File: src/design/bst_pkg.sv
`timescale 1ns / 1ps
`default_nettype none

package bst_pkg;

    localparam int MAX_MESSAGE_DEFAULT = 65536;
    localparam int KEYWORD_LEN_DEFAULT = 8;

    // letters of the longest keyword; the matcher looks at no more
    localparam int KW_MAX   = 8;
    localparam int KW_COUNT = 11;

    localparam logic [4:0] KIND_NONE     = 5'd0;
    localparam logic [4:0] KIND_NEWLINE  = 5'd0;
    localparam logic [4:0] KIND_NUMBER   = 5'd1;
    localparam logic [4:0] KIND_IDENT    = 5'd2;
    localparam logic [4:0] KIND_STRING   = 5'd3;
    localparam logic [4:0] KIND_KEY0     = 5'd4;
    localparam logic [4:0] KIND_EQ       = 5'd15;
    localparam logic [4:0] KIND_PLUS     = 5'd16;
    localparam logic [4:0] KIND_MINUS    = 5'd17;
    localparam logic [4:0] KIND_ASTERISK = 5'd18;
    localparam logic [4:0] KIND_SLASH    = 5'd19;
    localparam logic [4:0] KIND_EQEQ     = 5'd20;
    localparam logic [4:0] KIND_NOTEQ    = 5'd21;
    localparam logic [4:0] KIND_LT       = 5'd22;
    localparam logic [4:0] KIND_LTEQ     = 5'd23;
    localparam logic [4:0] KIND_GT       = 5'd24;
    localparam logic [4:0] KIND_GTEQ     = 5'd25;
    localparam logic [4:0] KIND_NOT      = 5'd26;

    localparam logic [1:0] STATUS_OK      = 2'd0;
    localparam logic [1:0] STATUS_INVALID = 2'd1;
    localparam logic [1:0] STATUS_UNTERM  = 2'd2;

    // pending operator codes
    localparam logic [1:0] PEND_BANG = 2'd0;
    localparam logic [1:0] PEND_EQ   = 2'd1;
    localparam logic [1:0] PEND_LT   = 2'd2;
    localparam logic [1:0] PEND_GT   = 2'd3;

    // keywords left-aligned, padded with spaces
    localparam logic [63:0] KW_TEXT [KW_COUNT] = '{
        "LABEL   ", "GOTO    ", "PRINT   ", "INPUT   ", "LET     ", "IF      ",
        "THEN    ", "ENDIF   ", "WHILE   ", "REPEAT  ", "ENDWHILE"
    };
    localparam int KW_LEN [KW_COUNT] = '{5, 4, 5, 5, 3, 2, 4, 5, 5, 6, 8};

    typedef struct packed {
        logic        token_valid;
        logic [4:0]  token_kind;
        logic [15:0] start_pos;
        logic [15:0] token_len;
        logic [1:0]  status;
        logic        run_last;
        logic        message_end;
    } result_t;

    typedef struct packed {
        logic [1:0] cnt;
        result_t    r1;
        result_t    r0;
    } emit_t;

    function automatic result_t make_result(input logic valid, input logic [4:0] kind,
                                            input logic [15:0] start, input logic [15:0] len,
                                            input logic [1:0] status);
        result_t r;
        r.token_valid = valid;
        r.token_kind  = kind;
        r.start_pos   = start;
        r.token_len   = len;
        r.status      = status;
        r.run_last    = 1'b0;
        r.message_end = 1'b0;
        return r;
    endfunction

    // append a result; a third one is dropped
    function automatic emit_t emit_push(input emit_t e, input result_t r);
        emit_t o;
        o = e;
        if (e.cnt == 2'd0)
        begin
            o.r0  = r;
            o.cnt = 2'd1;
        end
        else if (e.cnt == 2'd1)
        begin
            o.r1  = r;
            o.cnt = 2'd2;
        end
        return o;
    endfunction

    function automatic logic [4:0] op_single(input logic [1:0] pend);
        logic [4:0] k;
        case (pend)
            PEND_BANG: k = KIND_NOT;
            PEND_EQ:   k = KIND_EQ;
            PEND_LT:   k = KIND_LT;
            PEND_GT:   k = KIND_GT;
            default:   k = KIND_NOT;
        endcase
        return k;
    endfunction

    function automatic logic [4:0] op_double(input logic [1:0] pend);
        logic [4:0] k;
        case (pend)
            PEND_BANG: k = KIND_NOTEQ;
            PEND_EQ:   k = KIND_EQEQ;
            PEND_LT:   k = KIND_LTEQ;
            PEND_GT:   k = KIND_GTEQ;
            default:   k = KIND_NOTEQ;
        endcase
        return k;
    endfunction

    // letters hold the low five bits of each upper-case character
    function automatic logic [4:0] word_kind(input logic [KW_MAX*5-1:0] letters,
                                             input logic [15:0] len, input logic possible);
        logic [4:0] kind;
        logic       same;
        kind = KIND_IDENT;
        for (int k = 0; k < KW_COUNT; k++)
        begin
            same = possible && (len == 16'(KW_LEN[k]));
            for (int i = 0; i < KW_MAX; i++)
            begin
                if (i < KW_LEN[k])
                begin
                    same = same && (letters[i*5 +: 5] == KW_TEXT[k][(7-i)*8 +: 5]);
                end
            end
            if (same)
            begin
                kind = 5'(int'(KIND_KEY0) + k);
            end
        end
        return kind;
    endfunction

endpackage

`default_nettype wire

File: src/design/bst_char_if.sv
`timescale 1ns / 1ps
`default_nettype none

interface bst_char_if;
    logic       valid;
    logic       ready;
    logic [7:0] char_code;
    logic       message_last;

    modport source (output valid, output char_code, output message_last, input ready);
    modport sink   (input valid, input char_code, input message_last, output ready);
endinterface

`default_nettype wire

File: src/design/bst_token_if.sv
`timescale 1ns / 1ps
`default_nettype none

interface bst_token_if;
    logic        valid;
    logic        ready;
    logic        token_valid;
    logic [4:0]  token_kind;
    logic [15:0] start_pos;
    logic [15:0] token_len;
    logic [1:0]  status;
    logic        run_last;
    logic        message_end;

    modport source (output valid, output token_valid, output token_kind, output start_pos,
                    output token_len, output status, output run_last, output message_end,
                    input ready);
    modport sink   (input valid, input token_valid, input token_kind, input start_pos,
                    input token_len, input status, input run_last, input message_end,
                    output ready);
endinterface

`default_nettype wire

File: src/design/basic_source_tokenizer.sv
// Results of a character are registered in the result queue on its transfer.
// Throughput: one character per cycle while two or more queue slots are free;
// a character that closes one token and yields another puts two results in the
// four-entry result queue, which drains one per cycle while tokens.ready.
// Reset: rst_n asynchronous, clears lexer mode, positions and the queue;
// the keyword letter store is not cleared.
`timescale 1ns / 1ps
`default_nettype none

module basic_source_tokenizer
    import bst_pkg::*;
#(
    parameter int MAX_MESSAGE = MAX_MESSAGE_DEFAULT,
    parameter int KEYWORD_LEN = KEYWORD_LEN_DEFAULT
)
(
    input  wire          clk,
    input  wire          rst_n,
    bst_char_if.sink     chars,
    bst_token_if.source  tokens
);

    localparam int POS_W = $clog2(MAX_MESSAGE);
    localparam int IDX_W = $clog2(KEYWORD_LEN);
    localparam logic [POS_W-1:0] POS_LAST = POS_W'(MAX_MESSAGE - 1);

    localparam logic [2:0] MODE_IDLE    = 3'd0;
    localparam logic [2:0] MODE_NUMBER  = 3'd1;
    localparam logic [2:0] MODE_IDENT   = 3'd2;
    localparam logic [2:0] MODE_STRING  = 3'd3;
    localparam logic [2:0] MODE_OPER    = 3'd4;
    localparam logic [2:0] MODE_DISCARD = 3'd5;

    localparam logic [7:0] CH_NL    = 8'h0A;
    localparam logic [7:0] CH_TAB   = 8'h09;
    localparam logic [7:0] CH_VT    = 8'h0B;
    localparam logic [7:0] CH_FF    = 8'h0C;
    localparam logic [7:0] CH_CR    = 8'h0D;
    localparam logic [7:0] CH_SPACE = 8'h20;
    localparam logic [7:0] CH_BANG  = 8'h21;
    localparam logic [7:0] CH_QUOTE = 8'h22;
    localparam logic [7:0] CH_STAR  = 8'h2A;
    localparam logic [7:0] CH_PLUS  = 8'h2B;
    localparam logic [7:0] CH_MINUS = 8'h2D;
    localparam logic [7:0] CH_SLASH = 8'h2F;
    localparam logic [7:0] CH_LT    = 8'h3C;
    localparam logic [7:0] CH_EQ    = 8'h3D;
    localparam logic [7:0] CH_GT    = 8'h3E;

    function automatic logic [POS_W-1:0] pos_inc(input logic [POS_W-1:0] p);
        return (p == POS_LAST) ? '0 : p + 1'b1;
    endfunction

    function automatic logic [POS_W-1:0] len_inc(input logic [POS_W-1:0] l);
        return (l == POS_LAST) ? l : l + 1'b1;
    endfunction

    logic [2:0]       mode_reg, mode_next;
    logic [1:0]       pend_reg, pend_next;
    logic [POS_W-1:0] pos_reg, pos_next;
    logic [POS_W-1:0] start_reg, start_next;
    logic [POS_W-1:0] len_reg, len_next;
    logic             poss_reg, poss_next;
    logic [4:0]       letters_reg [KEYWORD_LEN];
    logic [4:0]       letters_next [KEYWORD_LEN];

    result_t          queue_reg [4];
    logic [1:0]       wr_ptr_reg, rd_ptr_reg;
    logic [2:0]       count_reg;

    logic [7:0]       c;
    logic             last;
    logic             is_digit, is_upper, is_letter, is_space;
    logic             do_idle;
    logic [15:0]      pos16;
    logic [KW_MAX*5-1:0] word_cur, word_new;
    emit_t            e;
    logic             accept, pop;

    assign c         = chars.char_code;
    assign last      = chars.message_last;
    assign is_digit  = (c >= 8'h30) && (c <= 8'h39);
    assign is_upper  = (c >= 8'h41) && (c <= 8'h5A);
    assign is_letter = is_upper || ((c >= 8'h61) && (c <= 8'h7A));
    assign is_space  = (c == CH_SPACE) || (c == CH_FF) || (c == CH_CR) ||
                       (c == CH_TAB) || (c == CH_VT);
    assign pos16     = 16'(pos_reg);

    assign chars.ready = (count_reg <= 3'd2);
    assign accept      = chars.valid && chars.ready;
    assign pop         = tokens.valid && tokens.ready;

    always_comb
    begin
        for (int i = 0; i < KW_MAX; i++)
        begin
            word_cur[i*5 +: 5] = letters_reg[i];
        end
    end

    always_comb
    begin
        e            = '0;
        mode_next    = mode_reg;
        pend_next    = pend_reg;
        start_next   = start_reg;
        len_next     = len_reg;
        poss_next    = poss_reg;
        letters_next = letters_reg;
        pos_next     = pos_reg;
        do_idle      = 1'b0;

        case (mode_reg)
            MODE_DISCARD:
            begin
                do_idle = 1'b0;
            end
            MODE_STRING:
            begin
                if (c == CH_QUOTE)
                begin
                    e = emit_push(e, make_result(1'b1, KIND_STRING, 16'(start_reg),
                                                 16'(len_reg), STATUS_OK));
                    mode_next = MODE_IDLE;
                end
                else
                begin
                    len_next = len_inc(len_reg);
                end
            end
            MODE_NUMBER:
            begin
                if (is_digit)
                begin
                    len_next = len_inc(len_reg);
                end
                else
                begin
                    e = emit_push(e, make_result(1'b1, KIND_NUMBER, 16'(start_reg),
                                                 16'(len_reg), STATUS_OK));
                    do_idle = 1'b1;
                end
            end
            MODE_IDENT:
            begin
                if (is_letter)
                begin
                    if (poss_reg && is_upper && (len_reg < POS_W'(KEYWORD_LEN)))
                    begin
                        letters_next[len_reg[IDX_W-1:0]] = c[4:0];
                    end
                    else
                    begin
                        poss_next = 1'b0;
                    end
                    len_next = len_inc(len_reg);
                end
                else
                begin
                    e = emit_push(e, make_result(1'b1,
                                                 word_kind(word_cur, 16'(len_reg), poss_reg),
                                                 16'(start_reg), 16'(len_reg), STATUS_OK));
                    do_idle = 1'b1;
                end
            end
            MODE_OPER:
            begin
                mode_next = MODE_IDLE;
                if (c == CH_EQ)
                begin
                    e = emit_push(e, make_result(1'b1, op_double(pend_reg), 16'(start_reg),
                                                 16'd2, STATUS_OK));
                end
                else
                begin
                    e = emit_push(e, make_result(1'b1, op_single(pend_reg), 16'(start_reg),
                                                 16'd1, STATUS_OK));
                    do_idle = 1'b1;
                end
            end
            default:
            begin
                do_idle = 1'b1;
            end
        endcase

        // character with no token open or ending a number, word or operator
        if (do_idle)
        begin
            mode_next = MODE_IDLE;
            if (is_space)
            begin
                mode_next = MODE_IDLE;
            end
            else if (c == CH_NL)
            begin
                e = emit_push(e, make_result(1'b1, KIND_NEWLINE, pos16, 16'd1, STATUS_OK));
            end
            else if (c == CH_PLUS)
            begin
                e = emit_push(e, make_result(1'b1, KIND_PLUS, pos16, 16'd1, STATUS_OK));
            end
            else if (c == CH_MINUS)
            begin
                e = emit_push(e, make_result(1'b1, KIND_MINUS, pos16, 16'd1, STATUS_OK));
            end
            else if (c == CH_STAR)
            begin
                e = emit_push(e, make_result(1'b1, KIND_ASTERISK, pos16, 16'd1, STATUS_OK));
            end
            else if (c == CH_SLASH)
            begin
                e = emit_push(e, make_result(1'b1, KIND_SLASH, pos16, 16'd1, STATUS_OK));
            end
            else if ((c == CH_BANG) || (c == CH_EQ) || (c == CH_LT) || (c == CH_GT))
            begin
                mode_next  = MODE_OPER;
                start_next = pos_reg;
                len_next   = POS_W'(1);
                if (c == CH_BANG)
                    pend_next = PEND_BANG;
                else if (c == CH_EQ)
                    pend_next = PEND_EQ;
                else if (c == CH_LT)
                    pend_next = PEND_LT;
                else
                    pend_next = PEND_GT;
            end
            else if (c == CH_QUOTE)
            begin
                mode_next  = MODE_STRING;
                start_next = pos_inc(pos_reg);
                len_next   = '0;
            end
            else if (is_digit)
            begin
                mode_next  = MODE_NUMBER;
                start_next = pos_reg;
                len_next   = POS_W'(1);
            end
            else if (is_letter)
            begin
                mode_next  = MODE_IDENT;
                start_next = pos_reg;
                len_next   = POS_W'(1);
                poss_next  = is_upper;
                if (is_upper)
                begin
                    letters_next[0] = c[4:0];
                end
            end
            else
            begin
                e = emit_push(e, make_result(1'b0, KIND_NONE, pos16, 16'd1,
                                             STATUS_INVALID));
                mode_next = MODE_DISCARD;
            end
        end

        for (int i = 0; i < KW_MAX; i++)
        begin
            word_new[i*5 +: 5] = letters_next[i];
        end

        if (last)
        begin
            // flush any open token; an open string yields STATUS_UNTERM
            case (mode_next)
                MODE_NUMBER:
                begin
                    e = emit_push(e, make_result(1'b1, KIND_NUMBER, 16'(start_next),
                                                 16'(len_next), STATUS_OK));
                end
                MODE_IDENT:
                begin
                    e = emit_push(e, make_result(1'b1,
                                                 word_kind(word_new, 16'(len_next), poss_next),
                                                 16'(start_next), 16'(len_next), STATUS_OK));
                end
                MODE_OPER:
                begin
                    e = emit_push(e, make_result(1'b1, op_single(pend_next), 16'(start_next),
                                                 16'd1, STATUS_OK));
                end
                MODE_STRING:
                begin
                    e = emit_push(e, make_result(1'b0, KIND_NONE, 16'(start_next),
                                                 16'(len_next), STATUS_UNTERM));
                end
                default:
                begin
                    e = e;
                end
            endcase
            if (e.cnt == 2'd0)
            begin
                e = emit_push(e, make_result(1'b0, KIND_NONE, 16'd0, 16'd0, STATUS_OK));
            end
            if (e.cnt == 2'd1)
                e.r0.message_end = 1'b1;
            else
                e.r1.message_end = 1'b1;

            mode_next  = MODE_IDLE;
            pend_next  = PEND_BANG;
            pos_next   = '0;
            start_next = '0;
            len_next   = '0;
            poss_next  = 1'b0;
        end
        else
        begin
            pos_next = pos_inc(pos_reg);
        end

        if (e.cnt == 2'd1)
            e.r0.run_last = 1'b1;
        else if (e.cnt == 2'd2)
            e.r1.run_last = 1'b1;
    end

    always_ff @(posedge clk or negedge rst_n)
    begin
        if (!rst_n)
        begin
            mode_reg   <= MODE_IDLE;
            pend_reg   <= PEND_BANG;
            pos_reg    <= '0;
            start_reg  <= '0;
            len_reg    <= '0;
            poss_reg   <= 1'b0;
            wr_ptr_reg <= '0;
            rd_ptr_reg <= '0;
            count_reg  <= '0;
        end
        else
        begin
            if (accept)
            begin
                mode_reg   <= mode_next;
                pend_reg   <= pend_next;
                pos_reg    <= pos_next;
                start_reg  <= start_next;
                len_reg    <= len_next;
                poss_reg   <= poss_next;
                wr_ptr_reg <= wr_ptr_reg + e.cnt;
            end
            if (pop)
            begin
                rd_ptr_reg <= rd_ptr_reg + 1'b1;
            end
            count_reg <= count_reg + (accept ? {1'b0, e.cnt} : 3'd0) - {2'b00, pop};
        end
    end

    // letter store and result queue payload
    always_ff @(posedge clk)
    begin
        if (accept)
        begin
            letters_reg <= letters_next;
            if (e.cnt != 2'd0)
            begin
                queue_reg[wr_ptr_reg] <= e.r0;
            end
            if (e.cnt == 2'd2)
            begin
                queue_reg[wr_ptr_reg + 2'd1] <= e.r1;
            end
        end
    end

    assign tokens.valid       = (count_reg != 3'd0);
    assign tokens.token_valid = queue_reg[rd_ptr_reg].token_valid;
    assign tokens.token_kind  = queue_reg[rd_ptr_reg].token_kind;
    assign tokens.start_pos   = queue_reg[rd_ptr_reg].start_pos;
    assign tokens.token_len   = queue_reg[rd_ptr_reg].token_len;
    assign tokens.status      = queue_reg[rd_ptr_reg].status;
    assign tokens.run_last    = queue_reg[rd_ptr_reg].run_last;
    assign tokens.message_end = queue_reg[rd_ptr_reg].message_end;

endmodule

`default_nettype wire
File: src/flat_wrapper.sv
// flat-port wrapper written by rule: the top's interface ports become plain ports
module basic_source_tokenizer_flat import bst_pkg::*;
#(
    parameter int MAX_MESSAGE = MAX_MESSAGE_DEFAULT,
    parameter int KEYWORD_LEN = KEYWORD_LEN_DEFAULT
)
  (clk, rst_n, chars_valid, chars_char_code, chars_message_last, chars_ready, tokens_valid, tokens_token_valid, tokens_token_kind, tokens_start_pos, tokens_token_len, tokens_status, tokens_run_last, tokens_message_end, tokens_ready);
  bst_char_if chars_i ();
  bst_token_if tokens_i ();
  input  wire clk;
  input  wire rst_n;
  input wire logic [$bits(chars_i.valid)-1:0] chars_valid;
  input wire logic [$bits(chars_i.char_code)-1:0] chars_char_code;
  input wire logic [$bits(chars_i.message_last)-1:0] chars_message_last;
  output wire logic [$bits(chars_i.ready)-1:0] chars_ready;
  output wire logic [$bits(tokens_i.valid)-1:0] tokens_valid;
  output wire logic [$bits(tokens_i.token_valid)-1:0] tokens_token_valid;
  output wire logic [$bits(tokens_i.token_kind)-1:0] tokens_token_kind;
  output wire logic [$bits(tokens_i.start_pos)-1:0] tokens_start_pos;
  output wire logic [$bits(tokens_i.token_len)-1:0] tokens_token_len;
  output wire logic [$bits(tokens_i.status)-1:0] tokens_status;
  output wire logic [$bits(tokens_i.run_last)-1:0] tokens_run_last;
  output wire logic [$bits(tokens_i.message_end)-1:0] tokens_message_end;
  input wire logic [$bits(tokens_i.ready)-1:0] tokens_ready;
  assign chars_i.valid = chars_valid;
  assign chars_i.char_code = chars_char_code;
  assign chars_i.message_last = chars_message_last;
  assign chars_ready = chars_i.ready;
  assign tokens_valid = tokens_i.valid;
  assign tokens_token_valid = tokens_i.token_valid;
  assign tokens_token_kind = tokens_i.token_kind;
  assign tokens_start_pos = tokens_i.start_pos;
  assign tokens_token_len = tokens_i.token_len;
  assign tokens_status = tokens_i.status;
  assign tokens_run_last = tokens_i.run_last;
  assign tokens_message_end = tokens_i.message_end;
  assign tokens_i.ready = tokens_ready;
  basic_source_tokenizer #(.MAX_MESSAGE(MAX_MESSAGE), .KEYWORD_LEN(KEYWORD_LEN)) u_core (.clk(clk), .rst_n(rst_n), .chars(chars_i), .tokens(tokens_i));
endmodule
File: config.mk
export PLATFORM = sky130hd
export DESIGN_NAME = basic_source_tokenizer_flat
export DESIGN_NICKNAME = d
export VERILOG_FILES = /design/src/design/bst_pkg.sv /design/src/design/bst_char_if.sv /design/src/design/bst_token_if.sv /design/src/design/basic_source_tokenizer.sv /design/src/flat_wrapper.sv
export SDC_FILE = /design/constraint.sdc
export NUM_CORES = 1
export LEC_CHECK = 0
export BUFFER_PORTS_ARGS = -buffer_cell sky130_fd_sc_hd__buf_2
export CORE_UTILIZATION = 35
export CTS_BUF_LIST = sky130_fd_sc_hd__clkbuf_8
export DETAILED_ROUTE_END_ITERATION = 7
export GPL_ROUTABILITY_DRIVEN = 0
export HOLD_SLACK_MARGIN = 0.1
export PLACE_DENSITY = 0.61
export SLEW_MARGIN = 5
export SYNTH_ARGS = -nofsm -noshare
export SYNTH_HDL_FRONTEND = slang
export SYNTH_SLANG_ARGS = --single-unit
File: constraint.sdc
create_clock -name clk -period 8.1 [get_ports clk]
set_clock_uncertainty 0.2 [all_clocks]
set_input_delay 2.43 -clock clk [delete_from_list [all_inputs] [get_ports clk]]
set_output_delay 2.43 -clock clk [all_outputs]
set_load 0.02 [all_outputs]
==> flow_summary_export.csv, run 1 <==
group,metric,value,unit
status,status,"finished, violations left",
status,failed_checks,"design-rule violations",
global_routing,grt_pass1_vias,15500,
floorplan,dieArea,53600,µm²
yosys,netlist_instances,1925,
placed_design,placed_cells,2566,
cells_and_area,area_growth_syn_to_layout,10.1,%
power_and_ir_drop,power.total,6.19,mW
drt,vias,16600,
global_routing,grt_antenna_before_repair,0,
drt,initialDrtViolationCount,2135,
clock_tree,holdBufCountCts,0,
power_and_ir_drop,p_leak,7.36,nW
placed_design,io_buffer_count,56,
sta,slew_headroom,15.6,%
setup_path,path_common_cell,"mux2i_1",
floorplan,rows,83,
yosys,synth.top_cell.area_share,33.9,%
power_and_ir_drop,p_per_area,305,nW/µm²
cells_and_area,fin_cells,2653,
clock_tree,cts-root-buf,"clkbuf_8",
drt,wl_per_cell,22.9,µm
power_and_ir_drop,p_clk_share,18.9,%
yosys,netlist_top_cells_count,"edfxtp_1, nor2_1, a21oi_1",
placed_design,dp_hpwl,43000,µm
clock_tree,cts_setup_buffers,0,
yosys,syn_area,18400,µm²
cells_and_area,fin_util,39.2,%
setup_path,crit_path_end,"u_core.queue_reg[0][40]$_DFFE_PP_",
min_path,whs_path_depth,1,
setup_path,arrival,7.24,ns
floorplan,initial_core_util,35.6,%
clock_tree,clock_sinks,269,
setup_path,ff2ff_path_depth,13,
run,drv_cap,0,
placed_design,dp_slack,0.539,ns
global_routing,grt_pass1_wl,94800,µm
global_routing,grt.overflow.total,0,
global_routing,grt_max_degree,62,
setup_path,cp_cell_sequence,"buf_2, nor4b_1, or4b_4, o31ai_2, nor3_4, inv_2, mux2i_1, a221o_1, ha_1, inv_1, o31ai_1, a31oi_4, and2_1, a22oi_1, mux2i_1",
setup_path,crit_slowest_cell,"a22oi_1",
floorplan,core-area,51700,µm²
sta,setup-violations-final,0,
sta,fin_crit,7.11,ns
floorplan,num_io_pins,57,
clock_tree,numCtsBuffers,48,
floorplan,die_x,232,µm
drt,firstDrtPassIters,8,
yosys,synthFlopType,"edfxtp_1",
sta,maxSlewViolCount,0,
min_path,hold_path.class,"flop to flop",
yosys,syn_nets,1960,
cells_and_area,largest_register_ffs,168,
drt,drc,1,
sta,tns,0,ns
cells_and_area,fin_nets,1971,
drt,via_per_inst,6.27,
setup_path,reg2reg_slack,2.40,ns
clock_tree,cts_tree,"done",
clock_tree,clock_latency,0.66,ns
setup_path,r2r_start,"u_core.mode_reg[2]$_DFFE_PN0P_",
setup_path,worstSetupEndpointType,"flop",
clock_tree,cts-resized-gates,0,
sta,post-route-period-util,87.8,%
drt,antenna_left,0,
clock_tree,cts.clk_slew.worst_paths,0.06,ns
yosys,netlist_top_cells_area,"edfxtp_1, dfrtp_1, mux4_2",
setup_path,crit_start,"chars_char_code[1]",
sta,worstMarginPinSlew,1.25,ns
yosys,yosysWarnings,0,
yosys,yosysMostFrequentCell,"edfxtp_1",
yosys,async_reset_ff_share,22.7,%
power_and_ir_drop,p_sw,2.81,mW
clock_tree,clk_path_buf_depth,3,
setup_path,r2r-end,"u_core.queue_reg[0][40]$_DFFE_PP_",
sta,hold_violations,0,
power_and_ir_drop,sw_frac_of_total,45.4,%
cells_and_area,drive_gt1_share,16.0,%
yosys,yosysTopAreaCell,"edfxtp_1",
yosys,yosysSeqAreaShare,42.2,%
placed_design,place_area,19400,µm²
power_and_ir_drop,peakVddDrop,0.152,mV
drt,wl,60900,µm
sta,hold_ws,0.300,ns
setup_path,critPathLaunchType,"input pin",
yosys,post_synth.cell_area_avg,9.58,µm²
power_and_ir_drop,intPower,3.38,mW
yosys,synth_enable_flop_cells,208,
sta,fin_ws,0.990,ns
cells_and_area,final_cell_area,20300,µm²
floorplan,dieHeight,232,µm
yosys,synth_seq_cells,269,
power_and_ir_drop,p_comb_share,47.5,%
setup_path,cp_max_fo,27,
global_routing,track_usage,22.7,%
setup_path,worstPathRequired,8.23,ns
setup_path,cpPeakStageDelay,0.60,ns
setup_path,critPathKind,"input pin to flop",
clock_tree,htree_levels,2,
yosys,ys_types,110,
sta,max_freq,141,MHz
sta,rsz0062_at_grt,"no",
power_and_ir_drop,seqPwrFrac,33.7,%
[worst max-delay path, delay by kind of cell]
kind / cells / cell delay, ns
AO/OA/AOI/OAI: 5 / 1.80
AND/OR/NAND/NOR: 4 / 1.65
buffers and inverters: 3 / 0.55
adder cells (fa/ha/maj): 1 / 0.41
multiplexers: 2 / 0.38
[power by group through the flow]
stage          combinational [mW]  clock (mW)  sequential, mW
2_1_floorplan                2.06           0            1.96
3_3_place_gp                 2.85           0            2.09
3_5_place_dp                 2.89           0            2.11
4_1_cts                      2.90        1.19            2.08
5_1_grt                      3.16        1.25            2.11
6_report                     2.94        1.17            2.08
[routing by layer]
| layer | vias to the layer above | wire [µm] | GRT usage (%) |
|---|---|---|---|
| met1 | 8132 | 26700 | 32.9 |
| met4 | 0 | 1640 | 6.66 |
| met3 | 134 | 6130 | 4.82 |
| li1 | 7443 | - | - |
| met2 | 931 | 26400 | 33.6 |
| met5 | - | 0 | 0 |
[layout make-up]
type / count / area [µm²]
fillers: 5132 / 31400
multi-input cells: 1463 / 9940
flip-flops and latches: 269 / 7770
well taps: 680 / 851
repair buffers: 109 / 716
clock buffers: 48 / 661
clock inverters: 38 / 179
inverters: 45 / 169
diodes: 1 / 2.50
[worst min path at each step]
stage | start | end | slack [ns]
final | u_core.count_reg[2]$_DFF_PN0_ | u_core.count_reg[2]$_DFF_PN0_ | 0.30
after floorplan | u_core.count_reg[2]$_DFF_PN0_ | u_core.count_reg[2]$_DFF_PN0_ | 0.26
after global routing | u_core.count_reg[2]$_DFF_PN0_ | u_core.count_reg[2]$_DFF_PN0_ | 0.34
after global placement | u_core.count_reg[2]$_DFF_PN0_ | u_core.count_reg[2]$_DFF_PN0_ | 0.28
after detailed placement | u_core.count_reg[2]$_DFF_PN0_ | u_core.count_reg[2]$_DFF_PN0_ | 0.29
after CTS | u_core.count_reg[2]$_DFF_PN0_ | u_core.count_reg[2]$_DFF_PN0_ | 0.31
[logic make-up after synthesis]
kind of cell	synth area share, %
adders and majority gates	1.53
xor gates and xnor gates	0.570
AOI/OAI and AO/OA	20.1
DFF	42.2
muxes	9.98
and+or+nand+nor	21.4
buffers and inverters	4.31
[cell usage in the layout, fill, tap and decap left out, types with 42 or more instances in the layout]
cell and n:
nor3_1 51, edfxtp_1 208, nor2_1 202, nand2_1 176, inv_1 53, buf_4 50, nand3_1 55, clkbuf_8 48
mux2i_1 52, o21ai_0 85, mux4_2 42, buf_2 56, dfrtp_1 59, a22o_1 44, a21oi_1 183
(Power assumes the default switching activity.)
==> run 2, diff against run 1 <==
- RECOVER_POWER: default -> 50
==> run 2 against run 1 <==
The flow finishes with violations (max-capacitance violations, max-slew violations). Design area is 0.76% lower. Setup slack worse by 0.36 ns. Worst hold slack gained 0.0011 ns. Total power decreased by 0.72%. Sequential share of layout area rose by 0.29 points. Combinational power down 2%. First-iteration DRC count shrank 1.5%. Cell count about the same. Critical path type unchanged. Critical endpoint is now u_core.queue_reg[1][36]$_DFFE_PP_.
==> flow_summary_export.csv, run 2 (synthesized netlist as in run 1, its figures left out) <==
group,metric,value,unit
status,status,"finished, violations left",
status,failed_checks,"max-capacitance violations, max-slew violations",
min_path,hold_path.class,"flop to flop",
setup_path,worstSetupEndpointType,"flop",
sta,rsz0062_at_grt,"no",
cells_and_area,n_antenna_cell,0,
setup_path,cp.buffers_inverters,3,
clock_tree,cts_setup_buffers,0,
cells_and_area,largest_register_ffs,168,
drt,highest_layer,"met4",
min_path,whs_path_depth,1,
sta,post-route-period-util,92.3,%
floorplan,core-area,51700,µm²
drt,wl_met3,6260,µm
clock_tree,clock_sinks,269,
setup_path,cp_cell_sequence,"clkbuf_1, o21ai_0, and2_1, o31ai_1, nor3_4, inv_1, ha_1, a21oi_1, a211o_1, ha_1, nor2_1, a32o_1, nand2_2, or4_2, buf_12, a21oi_1, a21oi_1",
clock_tree,cts-resized-gates,0,
drt,vias,16600,
drt,wl_per_cell,22.9,µm
floorplan,initial_core_util,35.6,%
clock_tree,clk_path_buf_depth,3,
sta,maxSlewViolCount,202,
sta,hold_violations,0,
sta,fin_crit,7.47,ns
clock_tree,holdBufCountCts,0,
global_routing,grt_antenna_before_repair,0,
placed_design,dp_hpwl,43000,µm
floorplan,die_x,232,µm
placed_design,place_area,19400,µm²
setup_path,ff2ff_path_depth,11,
power_and_ir_drop,power.total,6.15,mW
cells_and_area,drive_gt1_share,12.5,%
setup_path,critPathTopFamily,"compound AO/OA/AOI/OAI gates",
cells_and_area,final_cell_area,20100,µm²
drt,route.met2.wl,26200,µm
global_routing,grt_pass1_vias,15500,
global_routing,track_usage,22.7,%
drt,via_per_inst,6.25,
drt,drc,0,
clock_tree,cts_tree,"done",
run,drv_cap,5,
setup_path,cp.depth,17,
floorplan,num_io_pins,57,
drt,wl,60900,µm
floorplan,rows,83,
sta,slew_headroom,-145,%
setup_path,path_common_cell,"a21oi_1",
floorplan,dieArea,53600,µm²
sta,worstMarginPinSlew,3.67,ns
power_and_ir_drop,peakVddDrop,0.148,mV
power_and_ir_drop,p_per_area,305,nW/µm²
cells_and_area,layout_commonest_cell,"edfxtp_1",
global_routing,grt_pass1_wl,94800,µm
cells_and_area,fin_cells,2652,
setup_path,worstPathRequired,8.25,ns
clock_tree,cts.clk_slew.worst_paths,0.06,ns
sta,setup-violations-final,0,
clock_tree,htree_levels,2,
sta,max_freq,134,MHz
sta,tns,0,ns
drt,initialDrtViolationCount,2103,
cells_and_area,area_growth_syn_to_layout,9.22,%
setup_path,cp_max_fo,35,
drt,firstDrtPassIters,6,
drt,met1Wirelength,26600,µm
cells_and_area,fin_nets,1971,
drt,antenna_left,0,
cells_and_area,fillCellCount,5157,
clock_tree,numCtsBuffers,48,
floorplan,dieHeight,232,µm
setup_path,critPathKind,"input pin to flop",
clock_tree,cts-root-buf,"clkbuf_8",
setup_path,critPathLaunchType,"input pin",
power_and_ir_drop,p_leak,7.19,nW
cells_and_area,fin_util,38.9,%
global_routing,grt.overflow.total,0,
placed_design,placed_cells,2566,
clock_tree,clock_latency,0.66,ns
cells_and_area,final_cell_mix,"edfxtp_1, nor2_1, a21oi_1",
setup_path,cpPeakStageDelay,0.88,ns
setup_path,arrival,7.63,ns
global_routing,grt_max_degree,62,
placed_design,io_buffer_count,56,
setup_path,crit_slowest_cell,"or4_2",
## run 2: cell types whose count changed in the layout (fill, tap and decap cells not counted), moves of 3 or more
cell      change
clkbuf_1     +50
buf_2        -42
buf_4         -8
mux2_1        +5
mux2_2        -5
nor4_1        +3
## run 2: worst paths after layout
check                                              start  slack, ns                                end
max                                   chars_char_code[3]       0.63  u_core.queue_reg[1][36]$_DFFE_PP_
max in group asynchronous                          rst_n       2.46   u_core.rd_ptr_reg[1]$_DFFE_PN0P_
max reg2reg                u_core.len_reg[8]$_DFFE_PN0P_       1.96  u_core.queue_reg[3][37]$_DFFE_PP_
min in group asynchronous                          rst_n       2.93   u_core.rd_ptr_reg[0]$_DFFE_PN0P_
min                        u_core.count_reg[2]$_DFF_PN0_       0.30      u_core.count_reg[2]$_DFF_PN0_
min reg2reg                u_core.count_reg[2]$_DFF_PN0_       0.30      u_core.count_reg[2]$_DFF_PN0_
## run 2: final cells by class
type / instances / area, µm² / area share [%]
inverters: 45 / 169 / 0.839
clock buffers: 48 / 661 / 3.28
flip-flops and latches: 269 / 7770 / 38.6
clock inverters: 38 / 179 / 0.889
multi-input cells: 1463 / 9870 / 49.0
well taps: 680 / 851 / 4.23
repair buffers: 109 / 633 / 3.14
## run 2: per-stage QoR
| stage | setup slack (ns) | hold WS (ns) |
|---|---|---|
| after CTS | 1.19 | 0.306 |
| final | 0.628 | 0.301 |
| after floorplan | 0.0551 | 0.262 |
| after global routing | 0.375 | 0.336 |
| after global placement | 0.668 | 0.279 |
| after detailed placement | 0.539 | 0.295 |
## run 2: where the power goes
part	total (mW)	switching (mW)	internal (mW)
combinational	2.89	1.96	0.932
sequential	2.09	0.237	1.85
clock	1.17	0.612	0.559
## run 2: metal layers
| metal | GRT usage (%) | vias up |
|---|---|---|
| met1 | 32.9 | 8029 |
| met5 | 0 | - |
| met2 | 33.6 | 969 |
| met3 | 4.82 | 153 |
| li1 | - | 7429 |
| met4 | 6.66 | 0 |
